$ cat src/rtl/pidc_pkg.sv
`timescale 1ns / 1ps
// Shared types, constants and saturating helpers for the PID step core.
// No dependencies; every other file in rtl/ imports this package.
package pidc_pkg;

  localparam int unsigned FIELD_W        = 32;
  localparam int unsigned STEP_W         = 31;
  localparam int unsigned WIDE_W         = 66;
  localparam int unsigned MIN_SAT_W      = 16;
  localparam int unsigned DATA_WIDTH_DEF = 32;
  localparam int unsigned FRAC_BITS_DEF  = 16;
  localparam int unsigned CFG_IDX_W      = 3;

  localparam logic signed [FIELD_W-1:0] PROP_GAIN_RST = 32'sh0001_0000;
  localparam logic        [STEP_W-1:0]  STEP_RST      = 31'd6554;
  localparam logic signed [FIELD_W-1:0] OUT_LOW_RST   = 32'sh8000_0000;
  localparam logic signed [FIELD_W-1:0] OUT_HIGH_RST  = 32'sh7fff_ffff;

  typedef enum logic [CFG_IDX_W-1:0] {
    REG_PROP_GAIN,
    REG_INTEG_GAIN,
    REG_DERIV_GAIN,
    REG_STEP_SECONDS,
    REG_REVERSE_ACTION,
    REG_PROP_ON_MEASURE,
    REG_OUT_LOW,
    REG_OUT_HIGH
  } cfg_reg_e;

  typedef enum logic [3:0] {
    ST_IDLE,
    ST_DIFF,
    ST_NEG,
    ST_MUL_B,
    ST_MUL_A,
    ST_MUL_C,
    ST_MUL_D,
    ST_MUL_E,
    ST_WAIT_DIV,
    ST_SUM_PD,
    ST_SUM_PM,
    ST_CLAMP_I,
    ST_SUM_Y,
    ST_OUT
  } state_e;

  typedef struct packed {
    logic                      start;
    logic signed [FIELD_W-1:0] mcand;
    logic        [FIELD_W-1:0] mplier;
  } mul_req_t;

  typedef struct packed {
    logic busy;
    logic done;
  } mul_stat_t;

  // Saturate a wide signed value to a w-bit signed range, sign-extended to FIELD_W.
  function automatic logic signed [FIELD_W-1:0] sat_word(input logic signed [WIDE_W-1:0] x,
                                                         input int unsigned w);
    logic signed [WIDE_W-1:0]  hi;
    logic signed [WIDE_W-1:0]  lo;
    logic signed [FIELD_W-1:0] r;
    hi = (WIDE_W'(1) << (w - 1)) - WIDE_W'(1);
    lo = ~hi;
    if (x > hi) begin
      r = hi[FIELD_W-1:0];
    end else if (x < lo) begin
      r = lo[FIELD_W-1:0];
    end else begin
      r = x[FIELD_W-1:0];
    end
    return r;
  endfunction

  function automatic logic signed [FIELD_W-1:0] add_sat(input logic signed [FIELD_W-1:0] a,
                                                        input logic signed [FIELD_W-1:0] b,
                                                        input int unsigned w);
    logic signed [FIELD_W:0] s;
    s = (FIELD_W+1)'(a) + (FIELD_W+1)'(b);
    return sat_word(WIDE_W'(s), w);
  endfunction

  function automatic logic signed [FIELD_W-1:0] sub_sat(input logic signed [FIELD_W-1:0] a,
                                                        input logic signed [FIELD_W-1:0] b,
                                                        input int unsigned w);
    logic signed [FIELD_W:0] s;
    s = (FIELD_W+1)'(a) - (FIELD_W+1)'(b);
    return sat_word(WIDE_W'(s), w);
  endfunction

  // When the limits cross, values below the low limit give the low limit and all others give the high limit.
  function automatic logic signed [FIELD_W-1:0] clamp_word(input logic signed [FIELD_W-1:0] x,
                                                           input logic signed [FIELD_W-1:0] lo,
                                                           input logic signed [FIELD_W-1:0] hi);
    logic signed [FIELD_W-1:0] r;
    if (x < lo) begin
      r = lo;
    end else if (hi < x) begin
      r = hi;
    end else begin
      r = x;
    end
    return r;
  endfunction

endpackage

$ cat src/rtl/pidc_mul.sv
`timescale 1ns / 1ps
// Bit-serial signed shift-add multiplier, one multiplier bit per cycle.
// Result is the fixed-point product, floored and saturated. Uses pidc_pkg.
module pidc_mul #(
  parameter int unsigned FRAC_BITS = pidc_pkg::FRAC_BITS_DEF,
  parameter int unsigned SAT_W     = pidc_pkg::FIELD_W
) (
  input  logic                               clk_i,
  input  logic                               rst_ni,
  input  pidc_pkg::mul_req_t                 req_i,
  output pidc_pkg::mul_stat_t                stat_o,
  output logic signed [pidc_pkg::FIELD_W-1:0] prod_o
);
  import pidc_pkg::*;

  localparam int unsigned CNT_W  = $clog2(FIELD_W);
  localparam int unsigned PROD_W = 2 * FIELD_W + 1;

  logic signed [FIELD_W:0]   acc_q;
  logic        [FIELD_W-1:0] lo_q;
  logic signed [FIELD_W-1:0] mcand_q;
  logic        [CNT_W-1:0]   cnt_q;
  logic                      busy_q;
  logic                      done_q;

  logic                      last;
  logic signed [FIELD_W+1:0] mcand_x;
  logic signed [FIELD_W+1:0] addend;
  logic signed [FIELD_W+1:0] sum;
  logic signed [PROD_W-1:0]  prod;
  logic signed [PROD_W-1:0]  prod_sh;

  assign last    = (cnt_q == CNT_W'(FIELD_W - 1));
  assign mcand_x = (FIELD_W+2)'(mcand_q);

  // Sign bit of the multiplier carries negative weight: subtract on the last step.
  always_comb begin
    if (lo_q[0]) begin
      addend = last ? -mcand_x : mcand_x;
    end else begin
      addend = '0;
    end
    sum = (FIELD_W+2)'(acc_q) + addend;
  end

  assign prod    = $signed({acc_q, lo_q});
  assign prod_sh = prod >>> FRAC_BITS;
  assign prod_o  = sat_word(WIDE_W'(prod_sh), SAT_W);

  assign stat_o.busy = busy_q;
  assign stat_o.done = done_q;

  always_ff @(posedge clk_i or negedge rst_ni) begin
    if (!rst_ni) begin
      busy_q <= 1'b0;
      done_q <= 1'b0;
      cnt_q  <= '0;
    end else begin
      done_q <= 1'b0;
      if (req_i.start && !busy_q) begin
        busy_q <= 1'b1;
        cnt_q  <= '0;
      end else if (busy_q) begin
        cnt_q <= cnt_q + CNT_W'(1);
        if (last) begin
          busy_q <= 1'b0;
          done_q <= 1'b1;
        end
      end
    end
  end

  always_ff @(posedge clk_i) begin
    if (req_i.start && !busy_q) begin
      acc_q   <= '0;
      lo_q    <= req_i.mplier;
      mcand_q <= req_i.mcand;
    end else if (busy_q) begin
      acc_q <= sum[FIELD_W+1:1];
      lo_q  <= {sum[0], lo_q[FIELD_W-1:1]};
    end
  end

endmodule

$ cat src/rtl/pidc_div.sv
`timescale 1ns / 1ps
// Restoring divider, one quotient bit per cycle: (num * 2^FRAC_BITS) / den,
// truncated toward zero and saturated. Uses pidc_pkg.
module pidc_div #(
  parameter int unsigned FRAC_BITS = pidc_pkg::FRAC_BITS_DEF,
  parameter int unsigned SAT_W     = pidc_pkg::FIELD_W
) (
  input  logic                                clk_i,
  input  logic                                rst_ni,
  input  logic                                start_i,
  input  logic signed [pidc_pkg::FIELD_W-1:0] num_i,
  input  logic        [pidc_pkg::STEP_W-1:0]  den_i,
  output logic                                busy_o,
  output logic signed [pidc_pkg::FIELD_W-1:0] quot_o
);
  import pidc_pkg::*;

  localparam int unsigned N     = FIELD_W + FRAC_BITS;
  localparam int unsigned CNT_W = $clog2(N);

  logic        [STEP_W-1:0] rem_q;
  logic        [N-1:0]      dq_q;
  logic        [STEP_W-1:0] den_q;
  logic                     neg_q;
  logic        [CNT_W-1:0]  cnt_q;
  logic                     busy_q;

  logic        [FIELD_W-1:0] mag;
  logic        [FIELD_W-1:0] trial;
  logic        [FIELD_W:0]   diff;
  logic                      ge;
  logic signed [N:0]         qpos;
  logic signed [N:0]         qs;

  assign mag   = num_i[FIELD_W-1] ? (~num_i + FIELD_W'(1)) : num_i;
  assign trial = {rem_q, dq_q[N-1]};
  assign diff  = {1'b0, trial} - {2'b00, den_q};
  assign ge    = ~diff[FIELD_W];

  assign qpos   = $signed({1'b0, dq_q});
  assign qs     = neg_q ? -qpos : qpos;
  assign quot_o = sat_word(WIDE_W'(qs), SAT_W);
  assign busy_o = busy_q;

  always_ff @(posedge clk_i or negedge rst_ni) begin
    if (!rst_ni) begin
      busy_q <= 1'b0;
      cnt_q  <= '0;
    end else begin
      if (start_i && !busy_q) begin
        busy_q <= 1'b1;
        cnt_q  <= '0;
      end else if (busy_q) begin
        cnt_q <= cnt_q + CNT_W'(1);
        if (cnt_q == CNT_W'(N - 1)) begin
          busy_q <= 1'b0;
        end
      end
    end
  end

  // Quotient bits shift in where the dividend bits shift out.
  always_ff @(posedge clk_i) begin
    if (start_i && !busy_q) begin
      rem_q <= '0;
      dq_q  <= {mag, {FRAC_BITS{1'b0}}};
      den_q <= (den_i == '0) ? STEP_W'(1) : den_i;
      neg_q <= num_i[FIELD_W-1];
    end else if (busy_q) begin
      rem_q <= ge ? diff[STEP_W-1:0] : trial[STEP_W-1:0];
      dq_q  <= {dq_q[N-2:0], ge};
    end
  end

endmodule

$ cat src/rtl/pid_controller_step_core.sv
`timescale 1ns / 1ps
// PID controller step core, derivative on measurement, signed fixed point.
// Depends on pidc_pkg, pidc_mul and pidc_div.
//
// Usage:
//   Input channel (in_valid_i/in_ready_o) takes one request: target_i and
//   measured_i. Output channel (out_valid_o/out_ready_i) returns drive_o.
//   Registers are written through cfg_we_i/cfg_idx_i/cfg_data_i.
// Datapath sharing:
//   All products go through one bit-serial multiplier, four per request; the
//   divider for the derivative term runs beside it. A new request is accepted
//   only once the previous result has been loaded into the output register.
// Reset:
//   Registers return to defaults (P gain 1.0, I and D gains zero, interval 6554,
//   full range clamps), the previous measurement and the integral go to zero. No
//   clearing pass; the core is ready as soon as reset is released.
// Stall:
//   The result waits in the output register while out_ready_i is low; the
//   core still accepts and works on the next request, and holds it at the
//   last step until the output register is free.
module pid_controller_step_core #(
  parameter int unsigned DATA_WIDTH = pidc_pkg::DATA_WIDTH_DEF,
  parameter int unsigned FRAC_BITS  = pidc_pkg::FRAC_BITS_DEF
) (
  input  logic                                  clk_i,
  input  logic                                  rst_ni,
  input  logic                                  cfg_we_i,
  input  logic        [pidc_pkg::CFG_IDX_W-1:0] cfg_idx_i,
  input  logic        [pidc_pkg::FIELD_W-1:0]   cfg_data_i,
  input  logic                                  in_valid_i,
  output logic                                  in_ready_o,
  input  logic signed [pidc_pkg::FIELD_W-1:0]   target_i,
  input  logic signed [pidc_pkg::FIELD_W-1:0]   measured_i,
  output logic                                  out_valid_o,
  input  logic                                  out_ready_i,
  output logic signed [pidc_pkg::FIELD_W-1:0]   drive_o
);
  import pidc_pkg::*;

  localparam int unsigned SAT_W = (DATA_WIDTH > FIELD_W) ? FIELD_W :
                                  ((DATA_WIDTH < MIN_SAT_W) ? MIN_SAT_W : DATA_WIDTH);

  // Configuration
  logic signed [FIELD_W-1:0] kp_q;
  logic signed [FIELD_W-1:0] ki_q;
  logic signed [FIELD_W-1:0] kd_q;
  logic        [STEP_W-1:0]  dt_q;
  logic                      rev_q;
  logic                      pom_q;
  logic signed [FIELD_W-1:0] low_q;
  logic signed [FIELD_W-1:0] high_q;

  // Loop state
  logic signed [SAT_W-1:0]   last_q;
  logic signed [SAT_W-1:0]   integ_q;

  // Working registers
  logic signed [FIELD_W-1:0] sp_q;
  logic signed [FIELD_W-1:0] pv_q;
  logic signed [FIELD_W-1:0] err_q;
  logic signed [FIELD_W-1:0] dm_q;
  logic signed [FIELD_W-1:0] p_q;
  logic signed [FIELD_W-1:0] i1_q;
  logic signed [FIELD_W-1:0] i2_q;
  logic signed [FIELD_W-1:0] pm_q;
  logic signed [FIELD_W-1:0] y_q;
  logic signed [FIELD_W-1:0] drive_q;
  logic                      out_valid_q;
  logic                      out_valid_d;

  state_e                    state_q;
  state_e                    state_d;
  logic                      issued_q;
  logic                      issued_d;

  mul_req_t                  mul_req;
  mul_stat_t                 mul_stat;
  logic signed [FIELD_W-1:0] mul_prod;
  logic                      div_start;
  logic                      div_busy;
  logic signed [FIELD_W-1:0] deriv;

  logic                      in_accept;
  logic                      is_mul;
  logic                      out_load;
  logic signed [FIELD_W-1:0] lo_w;
  logic signed [FIELD_W-1:0] hi_w;
  logic signed [FIELD_W-1:0] last_ext;
  logic signed [FIELD_W-1:0] integ_ext;

  assign lo_w      = sat_word(WIDE_W'(low_q), SAT_W);
  assign hi_w      = sat_word(WIDE_W'(high_q), SAT_W);
  assign last_ext  = FIELD_W'(last_q);
  assign integ_ext = FIELD_W'(integ_q);
  assign in_accept = in_valid_i && in_ready_o;

  pidc_mul #(
    .FRAC_BITS (FRAC_BITS),
    .SAT_W     (SAT_W)
  ) u_mul (
    .clk_i  (clk_i),
    .rst_ni (rst_ni),
    .req_i  (mul_req),
    .stat_o (mul_stat),
    .prod_o (mul_prod)
  );

  pidc_div #(
    .FRAC_BITS (FRAC_BITS),
    .SAT_W     (SAT_W)
  ) u_div (
    .clk_i   (clk_i),
    .rst_ni  (rst_ni),
    .start_i (div_start),
    .num_i   (mul_prod),
    .den_i   (dt_q),
    .busy_o  (div_busy),
    .quot_o  (deriv)
  );

  // Configuration registers
  always_ff @(posedge clk_i or negedge rst_ni) begin
    if (!rst_ni) begin
      kp_q   <= PROP_GAIN_RST;
      ki_q   <= '0;
      kd_q   <= '0;
      dt_q   <= STEP_RST;
      rev_q  <= 1'b0;
      pom_q  <= 1'b0;
      low_q  <= OUT_LOW_RST;
      high_q <= OUT_HIGH_RST;
    end else if (cfg_we_i) begin
      case (cfg_reg_e'(cfg_idx_i))
        REG_PROP_GAIN:       kp_q   <= cfg_data_i;
        REG_INTEG_GAIN:      ki_q   <= cfg_data_i;
        REG_DERIV_GAIN:      kd_q   <= cfg_data_i;
        REG_STEP_SECONDS:    dt_q   <= cfg_data_i[STEP_W-1:0];
        REG_REVERSE_ACTION:  rev_q  <= cfg_data_i[0];
        REG_PROP_ON_MEASURE: pom_q  <= cfg_data_i[0];
        REG_OUT_LOW:         low_q  <= cfg_data_i;
        REG_OUT_HIGH:        high_q <= cfg_data_i;
        default: ;
      endcase
    end
  end

  // Next state
  always_comb begin
    state_d = state_q;
    case (state_q)
      ST_IDLE: begin
        if (in_valid_i) begin
          state_d = ST_DIFF;
        end
      end
      ST_DIFF: state_d = ST_NEG;
      ST_NEG:  state_d = ST_MUL_B;
      ST_MUL_B: begin
        if (mul_stat.done) begin
          state_d = pom_q ? ST_MUL_C : ST_MUL_A;
        end
      end
      ST_MUL_A: begin
        if (mul_stat.done) begin
          state_d = ST_MUL_C;
        end
      end
      ST_MUL_C: begin
        if (mul_stat.done) begin
          state_d = ST_MUL_D;
        end
      end
      ST_MUL_D: begin
        if (mul_stat.done) begin
          state_d = pom_q ? ST_MUL_E : ST_WAIT_DIV;
        end
      end
      ST_MUL_E: begin
        if (mul_stat.done) begin
          state_d = ST_WAIT_DIV;
        end
      end
      ST_WAIT_DIV: begin
        if (!div_busy) begin
          state_d = ST_SUM_PD;
        end
      end
      ST_SUM_PD:  state_d = ST_SUM_PM;
      ST_SUM_PM:  state_d = ST_CLAMP_I;
      ST_CLAMP_I: state_d = ST_SUM_Y;
      ST_SUM_Y:   state_d = ST_OUT;
      ST_OUT: begin
        if (out_load) begin
          state_d = ST_IDLE;
        end
      end
      default: state_d = ST_IDLE;
    endcase
  end

  // Outputs of the sequencer
  always_comb begin
    in_ready_o     = (state_q == ST_IDLE);
    is_mul         = 1'b0;
    mul_req.mcand  = '0;
    mul_req.mplier = '0;
    case (state_q)
      ST_MUL_B: begin
        is_mul         = 1'b1;
        mul_req.mcand  = dm_q;
        mul_req.mplier = kd_q;
      end
      ST_MUL_A: begin
        is_mul         = 1'b1;
        mul_req.mcand  = err_q;
        mul_req.mplier = kp_q;
      end
      ST_MUL_C: begin
        is_mul         = 1'b1;
        mul_req.mcand  = err_q;
        mul_req.mplier = ki_q;
      end
      ST_MUL_D: begin
        is_mul         = 1'b1;
        mul_req.mcand  = i1_q;
        mul_req.mplier = {1'b0, dt_q};
      end
      ST_MUL_E: begin
        is_mul         = 1'b1;
        mul_req.mcand  = dm_q;
        mul_req.mplier = kp_q;
      end
      default: ;
    endcase
    mul_req.start = is_mul && !issued_q && !mul_stat.busy;
    if (!is_mul || mul_stat.done) begin
      issued_d = 1'b0;
    end else if (mul_req.start) begin
      issued_d = 1'b1;
    end else begin
      issued_d = issued_q;
    end
    div_start = (state_q == ST_MUL_B) && mul_stat.done;
    out_load  = (state_q == ST_OUT) && (!out_valid_q || out_ready_i);
    if (out_load) begin
      out_valid_d = 1'b1;
    end else if (out_ready_i) begin
      out_valid_d = 1'b0;
    end else begin
      out_valid_d = out_valid_q;
    end
  end

  always_ff @(posedge clk_i or negedge rst_ni) begin
    if (!rst_ni) begin
      state_q     <= ST_IDLE;
      issued_q    <= 1'b0;
      out_valid_q <= 1'b0;
      last_q      <= '0;
      integ_q     <= '0;
    end else begin
      state_q     <= state_d;
      issued_q    <= issued_d;
      out_valid_q <= out_valid_d;
      case (state_q)
        ST_DIFF:    last_q  <= SAT_W'(pv_q);
        ST_SUM_PD:  integ_q <= SAT_W'(add_sat(integ_ext, i2_q, SAT_W));
        ST_SUM_PM: begin
          if (pom_q) begin
            integ_q <= SAT_W'(add_sat(integ_ext, pm_q, SAT_W));
          end
        end
        ST_CLAMP_I: integ_q <= SAT_W'(clamp_word(integ_ext, lo_w, hi_w));
        default: ;
      endcase
    end
  end

  // Datapath
  always_ff @(posedge clk_i) begin
    if (in_accept) begin
      sp_q <= sat_word(WIDE_W'(target_i), SAT_W);
      pv_q <= sat_word(WIDE_W'(measured_i), SAT_W);
    end
    if (out_load) begin
      drive_q <= clamp_word(y_q, lo_w, hi_w);
    end
    case (state_q)
      ST_DIFF: begin
        err_q <= sub_sat(sp_q, pv_q, SAT_W);
        dm_q  <= sub_sat(last_ext, pv_q, SAT_W);
      end
      ST_NEG: begin
        p_q <= '0;
        if (rev_q) begin
          err_q <= sub_sat('0, err_q, SAT_W);
          dm_q  <= sub_sat('0, dm_q, SAT_W);
        end
      end
      ST_MUL_A: begin
        if (mul_stat.done) begin
          p_q <= mul_prod;
        end
      end
      ST_MUL_C: begin
        if (mul_stat.done) begin
          i1_q <= mul_prod;
        end
      end
      ST_MUL_D: begin
        if (mul_stat.done) begin
          i2_q <= mul_prod;
        end
      end
      ST_MUL_E: begin
        if (mul_stat.done) begin
          pm_q <= mul_prod;
        end
      end
      ST_SUM_PD: y_q <= add_sat(p_q, deriv, SAT_W);
      ST_SUM_Y:  y_q <= add_sat(y_q, integ_ext, SAT_W);
      default: ;
    endcase
  end

  assign out_valid_o = out_valid_q;
  assign drive_o     = drive_q;

`ifndef SYNTHESIS
  a_mul_start_idle: assert property (@(posedge clk_i) disable iff (!rst_ni)
    mul_req.start |-> !mul_stat.busy)
    else $error("multiplier started while busy");

  a_div_done_before_sum: assert property (@(posedge clk_i) disable iff (!rst_ni)
    (state_q == ST_SUM_PD) |-> !div_busy)
    else $error("derivative quotient used before divider finished");

  a_integ_in_range: assert property (@(posedge clk_i) disable iff (!rst_ni)
    (state_q == ST_CLAMP_I) && (lo_w <= hi_w) |=>
      (integ_ext >= $past(lo_w)) && (integ_ext <= $past(hi_w)))
    else $error("integral outside clamp limits");

  a_drive_in_range: assert property (@(posedge clk_i) disable iff (!rst_ni)
    out_load && (lo_w <= hi_w) |=>
      (drive_o >= $past(lo_w)) && (drive_o <= $past(hi_w)))
    else $error("drive outside clamp limits");
`endif

endmodule

$ cat config.mk
export PLATFORM = sky130hd
export DESIGN_NAME = pid_controller_step_core
export DESIGN_NICKNAME = d
export VERILOG_FILES = /design/src/rtl/pidc_pkg.sv /design/src/rtl/pidc_mul.sv /design/src/rtl/pidc_div.sv /design/src/rtl/pid_controller_step_core.sv
export SDC_FILE = /design/constraint.sdc
export NUM_CORES = 2
export LEC_CHECK = 0
export ABC_AREA = 0
export BUFFER_PORTS_ARGS = -buffer_cell sky130_fd_sc_hd__clkbuf_2
export CAP_MARGIN = 20
export CELL_PAD_IN_SITES_DETAIL_PLACEMENT = 2
export CELL_PAD_IN_SITES_GLOBAL_PLACEMENT = 2
export CORE_AREA = 2 2 262 522
export DETAILED_ROUTE_END_ITERATION = 6
export DIE_AREA = 0 0 264 524
export GPL_TIMING_DRIVEN = 0
export HOLD_SLACK_MARGIN = 0.1
export PLACE_DENSITY = 0.85
export SLEW_MARGIN = 20
export SYNTH_ARGS = -nofsm -noshare
export SYNTH_HDL_FRONTEND = slang
export SYNTH_SLANG_ARGS = --single-unit
$ cat constraint.sdc
create_clock -name clk_i -period 8.6 [get_ports clk_i]
set_input_delay 1.29 -clock clk_i [delete_from_list [all_inputs] [get_ports clk_i]]
set_output_delay 1.29 -clock clk_i [all_outputs]
set_load 0.05 [all_outputs]
## Word level (Yosys, flattened, before mapping)

Index checks and enable logic that the tools add are counted.

- Reduce and logical (&&, ||, !) cells: 41
- $lt $le $gt $ge: 32
- Add/sub/neg operators: 15
- Bitwise gates (word level): 2
- Multiplexer cells: 78
- Equality and inequality tests: 33

Operator list:

| cell | number |
|---|---|
| two-way mux 32 bit | 37 |
| case mux 64 bit (5 select lines) | 1 |
| greater-than comparator 33 x 32 -> 1 bit (second input constant) | 8 |
| less-than comparator 33 x 32 -> 1 bit (second input constant) | 8 |
| case mux 32 bit (2 select lines) | 4 |
| adder 32 x 32 -> 33 bit | 4 |
| greater-than comparator 32 bit (second input constant) | 4 |
| less-than comparator 32 bit | 4 |
| less-than comparator 32 bit (second input constant) | 4 |
| greater-than comparator 49 x 32 -> 1 bit (second input constant) | 2 |
| less-than comparator 49 x 32 -> 1 bit (second input constant) | 2 |
| two-way mux 48 bit | 2 |
| case mux 32 bit (3 select lines) | 1 |
| two-way mux 34 bit | 2 |
| subtractor 1 x 32 -> 33 bit (first input constant) | 2 |
| subtractor 32 x 32 -> 33 bit | 2 |
| case mux 4 bit (14 select lines) | 1 |
| two-way mux 49 bit | 1 |
| negator 48 -> 49 bit | 1 |
| two-way mux 4 bit | 9 |
| adder 33 x 34 -> 34 bit | 1 |
| negator 32 -> 34 bit | 1 |
| subtractor 32 x 31 -> 33 bit | 1 |
| adder 32 x 2 -> 32 bit (second input constant) | 1 |
| other kinds (32) | 98 |

- Flip-flop bits (word level): 805
- Output and inout port bits: 34
- Word-level logic and storage cells: 237

## Depth between registers and ports, before layout

- Word-level depth: 10
- Mapped depth: 29
- Mapped depth without buffers: 24

## By module

From an unflattened synthesis, not the netlist that was laid out.

- Cell total of the unflattened synthesis: 5572
- Area, all modules: 54005.5 um2

Modules (own cells, without submodules):

| module | area an instance (um2) | cells an instance | instances |
|---|---|---|---|
| pid_controller_step_core | 38743.4 | 3881 | 1 |
| pidc_div | 8529.4 | 997 | 1 |
| pidc_mul | 6732.7 | 694 | 1 |

## Least setup slack after synthesis

No wires, ideal clock.

- Path type: flip-flop to flip-flop
- From: register u_div.dq_q[20]
- To: register y_q[19] (data pin)
- Stages on the path, launching flop included: 26
- Data arrival time: 6298 ps
- Required time: 8330 ps
- Path slack: 2031 ps
- Path through: edfxtp_1 or4_1 nor4_4 nand4_1 or4b_1 nand2_1 a31oi_1 a211o_1 or4_1 o21ai_1 buf_2 o21ai_1 ha_1 fa_1 a211oi_1 o21bai_1 o22a_1 a31o_2 o21ai_0 a21oi_1 and3_1 a311o_1 clkbuf_1 clkbuf_1 a21oi_1 a21oi_1

- Longest elaborated chain between the ends: 10

Ends and longest elaborated chain:

| what | line | RTL |
|---|---|---|
| start: declaration | pidc_div.sv:22 | `logic [N-1:0] dq_q;` |
| start signal: assignment | pidc_div.sv:66 | `dq_q <= {mag, {FRAC_BITS{1'b0}}};` |
| start signal: assignment | pidc_div.sv:71 | `dq_q <= {dq_q[N-2:0], ge};` |
| negator 48 -> 49 bit | pidc_div.sv:41 | `assign qs = neg_q ? -qpos : qpos;` |
| two-way mux 49 bit * | pidc_div.sv:41 |  |
| less-than comparator 49 x 32 -> 1 bit | pidc_pkg.sv:68 | `end else if (x < lo) begin` |
| two-way mux 32 bit | pidc_pkg.sv:68 |  |
| two-way mux 32 bit * | pidc_pkg.sv:66 | `if (x > hi) begin` |
| adder 32 x 32 -> 33 bit * | pidc_pkg.sv:80 | `s = (FIELD_W+1)'(a) + (FIELD_W+1)'(b);` |
| less-than comparator 33 x 32 -> 1 bit | pidc_pkg.sv:68 |  |
| two-way mux 32 bit | pidc_pkg.sv:68 |  |
| two-way mux 32 bit * | pidc_pkg.sv:66 |  |
| case mux 32 bit (2 select lines) * | pid_controller_step_core.sv:288 | `case (state_q)` |
| end signal: assignment | pid_controller_step_core.sv:320 | `ST_SUM_PD: y_q <= add_sat(p_q, deriv, SAT_W);` |
| end signal: assignment | pid_controller_step_core.sv:321 | `ST_SUM_Y: y_q <= add_sat(y_q, integ_ext, SAT_W);` |
| end: declaration | pid_controller_step_core.sv:66 | `logic signed [FIELD_W-1:0] y_q;` |

Mark *: on every way between the ends. The rest lies on a longest branch, timed or not.
A chain may end at the register's enable or synchronous reset.

## Worst setup path after layout

- From: register u_div.dq_q[0]
- To: register y_q[5] (data pin)

The elaborated chain is that of the path after synthesis.

==> impl_metrics.json <==
{
  "outcome": "completed",
  "synthCells": 5808,
  "syn_avg_cell_area_sq_um": 9.40,
  "comb_power_share_pct": 55.6,
  "syn_area_sq_mm": 0.0546,
  "globalRouteTotalUtil_pct": 36.5,
  "grt_pass1_wl_mm": 373,
  "async_reset_ff_share_pct": 34.4,
  "p_int_w": 0.0121,
  "htreeDepth": 3,
  "clockBufferDepth": 3,
  "maxSlewHeadroom_pct": 10.9,
  "drc": 0,
  "start_util_pct": 40.7,
  "core.rowCount": 190,
  "portBuffers": 71,
  "power.density_mw_per_mm2": 400,
  "worstPathMaxFanout": 10,
  "fin_util_pct": 45.2,
  "core_sq_mm": 0.134,
  "yosysSeqAreaShare_pct": 40.4,
  "p_leak_nw": 24.2,
  "num-nets-final": 6490,
  "post-route-period-util_pct": 97.8,
  "dr.pass1.iters": 6,
  "grt_pass1_vias": 56279,
  "setup_violations": 0,
  "routedWlPerCell_um": 32.9,
  "synth_edf_count": 448,
  "first_iter_violations": 2998,
  "clock-sinks": 805,
  "end_kind": "flop",
  "setup-tns-final_ps": 0,
  "crit_arrival_ps": 8870,
  "synth_seq_cells": 805,
  "yosysMostFrequentCell": "nand2_1",
  "crit_slowest_cell": "a21oi_1",
  "area_growth_pct": 10.9,
  "path_clk_slew_ps": 70,
  "vdd_drop_max_mv": 0.198,
  "yosys_warnings": 0,
  "max_stage_delay_ps": 630,
  "worst_pin_slew_ps": 1340,
  "vias": 49887,
  "grt_max_degree": 83,
  "start_kind": "flop",
  "antenna_found_initial": 11,
  "root_buffer": "clkbuf_16",
  "cap_violations": 0,
  "clock-skew-final_ps": 33.0,
  "p_switching_w": 0.0122,
  "io_pins": 138,
  "clock.fmax_ghz": 0.119,
  "yosysTopAreaCell": "edfxtp_1",
  "hold_violations": 0,
  "clock_insertion_delay_worst_skew_ps": 750,
  "cp_common_cell": "a21oi_1",
  "finalCriticalPeriod_ps": 8410,
  "synthTopCellsByCount": "546 x nand2_1, 501 x a21oi_1, 448 x edfxtp_1",
  "cpLargestDelayFamily": "compound AO/OA/AOI/OAI gates",
  "clkPwrFrac_pct": 16.3,
  "power_frac_seq_pct": 28.2,
  "dieArea_sq_mm": 0.138,
  "timing.rr.start": "u_div.dq_q[0]",
  "cp-startpoint": "u_div.dq_q[0]",
  "die_y_um": 524,
  "synth_fp_nets": 6310,
  "cts_buffers": 80,
  "wl_mm": 256,
  "grt_overflow": 0,
  "synthMuxAreaShare_pct": 6.24,
  "synth_cell_types": 96,
  "switching_share_pct": 50.2,
  "synth_compound_area_share_pct": 19.4,
  "synth_top_family_by_area": "compound AO/OA/AOI/OAI gates",
  "synth_ff_type": "edfxtp_1",
  "via_per_inst": 6.40,
  "crit_buf_inv": 5,
  "dp_hpwl_mm": 198,
  "slew_violations": 0,
  "critPathKind": "flop to flop",
  "die_w_um": 264,
  "yosysTopAreaCellShare_pct": 24.6,
  "synth_area_leaders": "edfxtp_1 25%, dfrtp_1 11%, ha_1 8.9%",
  "antenna_left": 0,
  "critPathRequiredTime_ps": 9060,
  "gp_congestion": 0.980,
  "drive_gt1_share_pct": 10.4,
  "synthAdderAreaFrac_pct": 9.23,
  "hp-class": "primary input to async pin",
  "holdWs_ps": 487,
  "synth_simple_gate_area_share_pct": 14.1,
  "cts_tree": "yes",
  "synth_xor_area_share_pct": 5.81
}
what timing repair did:
item                       4_1_cts  5_1_grt
buffers inserted                 2        7
setup endpoints to repair       31       31
gates resized for setup         12       25
cloned                           0        0
hold buffers                     0        0
pin swaps                        0        4
worst register-to-register path: cells and delay by family (launching register included):
| family | cells | cell delay, ps |
|---|---|---|
| XOR/XNOR | 2 | 300 |
| buffers and inverters | 5 | 1150 |
| flip-flops | 1 | 360 |
| AO/OA/AOI/OAI | 12 | 3300 |
| adder cells (fa/ha/maj) | 3 | 980 |
| AND/OR/NAND/NOR | 6 | 2040 |
kinds of logic after synthesis:
| logic type | count (synthesis) |
|---|---|
| adders and majority gates | 398 |
| buffers and inverters | 684 |
| AOI/OAI and AO/OA | 1649 |
| muxes | 311 |
| and+or+nand+nor | 1599 |
| xor gates and xnor gates | 362 |
| DFF | 805 |
power by group through the flow:
stage / Combinational [W] / Clock, W / Sequential (W)
2_1_floorplan: 0.00817 / 0 / 0.00615
3_3_place_gp: 0.0119 / 0 / 0.00671
3_5_place_dp: 0.0127 / 0 / 0.00678
4_1_cts: 0.0130 / 0.00397 / 0.00675
5_1_grt: 0.0143 / 0.00408 / 0.00685
6_report: 0.0135 / 0.00394 / 0.00682
placed cells by master (no fill, tap or decap), drive strengths merged, types with 59 or more instances in the layout:
cell / instances
clkbuf: 549
nand2: 546
a21oi: 501
edfxtp: 448
ha: 390
o21ai: 364
nor2: 335
inv: 282
dfrtp: 237
mux2: 233
xnor2: 218
a21o: 163
xor2: 144
nand3: 130
nor3: 106
a31oi: 89
dfxtp: 80
mux2i: 78
nand4: 73
a22oi: 64
nand2b: 63
buf: 62
or3: 59
sequential cells by signal (all words and copies together), names as in the netlist, 31 cells and up:
| register | flops |
|---|---|
| err_q | 32 |
| y_q | 32 |
| dm_q | 32 |
| low_q | 32 |
| ki_q | 32 |
| kp_q | 32 |
| kd_q | 32 |
| i1_q | 32 |
| high_q | 32 |
| last_ext | 32 |
| pv_q | 32 |
| dt_q | 31 |
| u_div.den_q | 31 |
| u_mul.acc_q | 33 |
| drive_o | 32 |
| u_div.dq_q | 48 |
| i2_q | 32 |
| integ_ext | 32 |
| sp_q | 32 |
| u_mul.mcand_q | 32 |
| pm_q | 32 |
| p_q | 32 |
| u_mul.lo_q | 32 |
| u_div.rem_q | 31 |
metal layers:
| layer | up-vias | track usage, % | share of wire [%] |
|---|---|---|---|
| met5 | - | 0 | 0.0051 |
| met4 | 2 | 40.4 | 13 |
| met3 | 1169 | 6.31 | 4.6 |
| met1 | 25129 | 31.5 | 30 |
| met2 | 1931 | 67.4 | 52 |
| li1 | 21656 | - | - |
path summary, 6_finish.rpt:
| kind | end | cells after the start | slack [ps] |
|---|---|---|---|
| worst max-delay path | y_q[5] | 28 | 190 |
| worst min-delay path | last_ext[5] | 1 | 490 |
| worst max register to register | y_q[5] | 28 | 190 |
| worst min register to register | u_div.cnt_q[5] | 1 | 490 |
| max in group asynchronous | u_div.busy_o | 4 | 6320 |
| min in group clk_i | u_div.cnt_q[5] | 1 | 490 |
cell type report:
class | instances | area, sq um
buffer | 415 | 1600
clock buffer | 98 | 2130
timing repair buffer | 98 | 766
clock inverter | 52 | 646
antenna | 6 | 15.0
inverter | 269 | 1010
tap | 1728 | 2160
multi-input combinational | 4319 | 30200
fill | 14391 | 73500
sequential | 805 | 22000
through the flow:
step	instance area [sq um]	setup WS [ps]	std cells	total power, W
floorplan	54600	2030	5808	0.0143
global placement	57100	-251	7607	0.0186
detailed placement	57500	-506	7624	0.0195
CTS	60300	66.3	7776	0.0237
global route	60500	-44.6	7785	0.0252
finish	60500	189	7790	0.0242
Note: power is estimated with default switching activity, not from simulation.
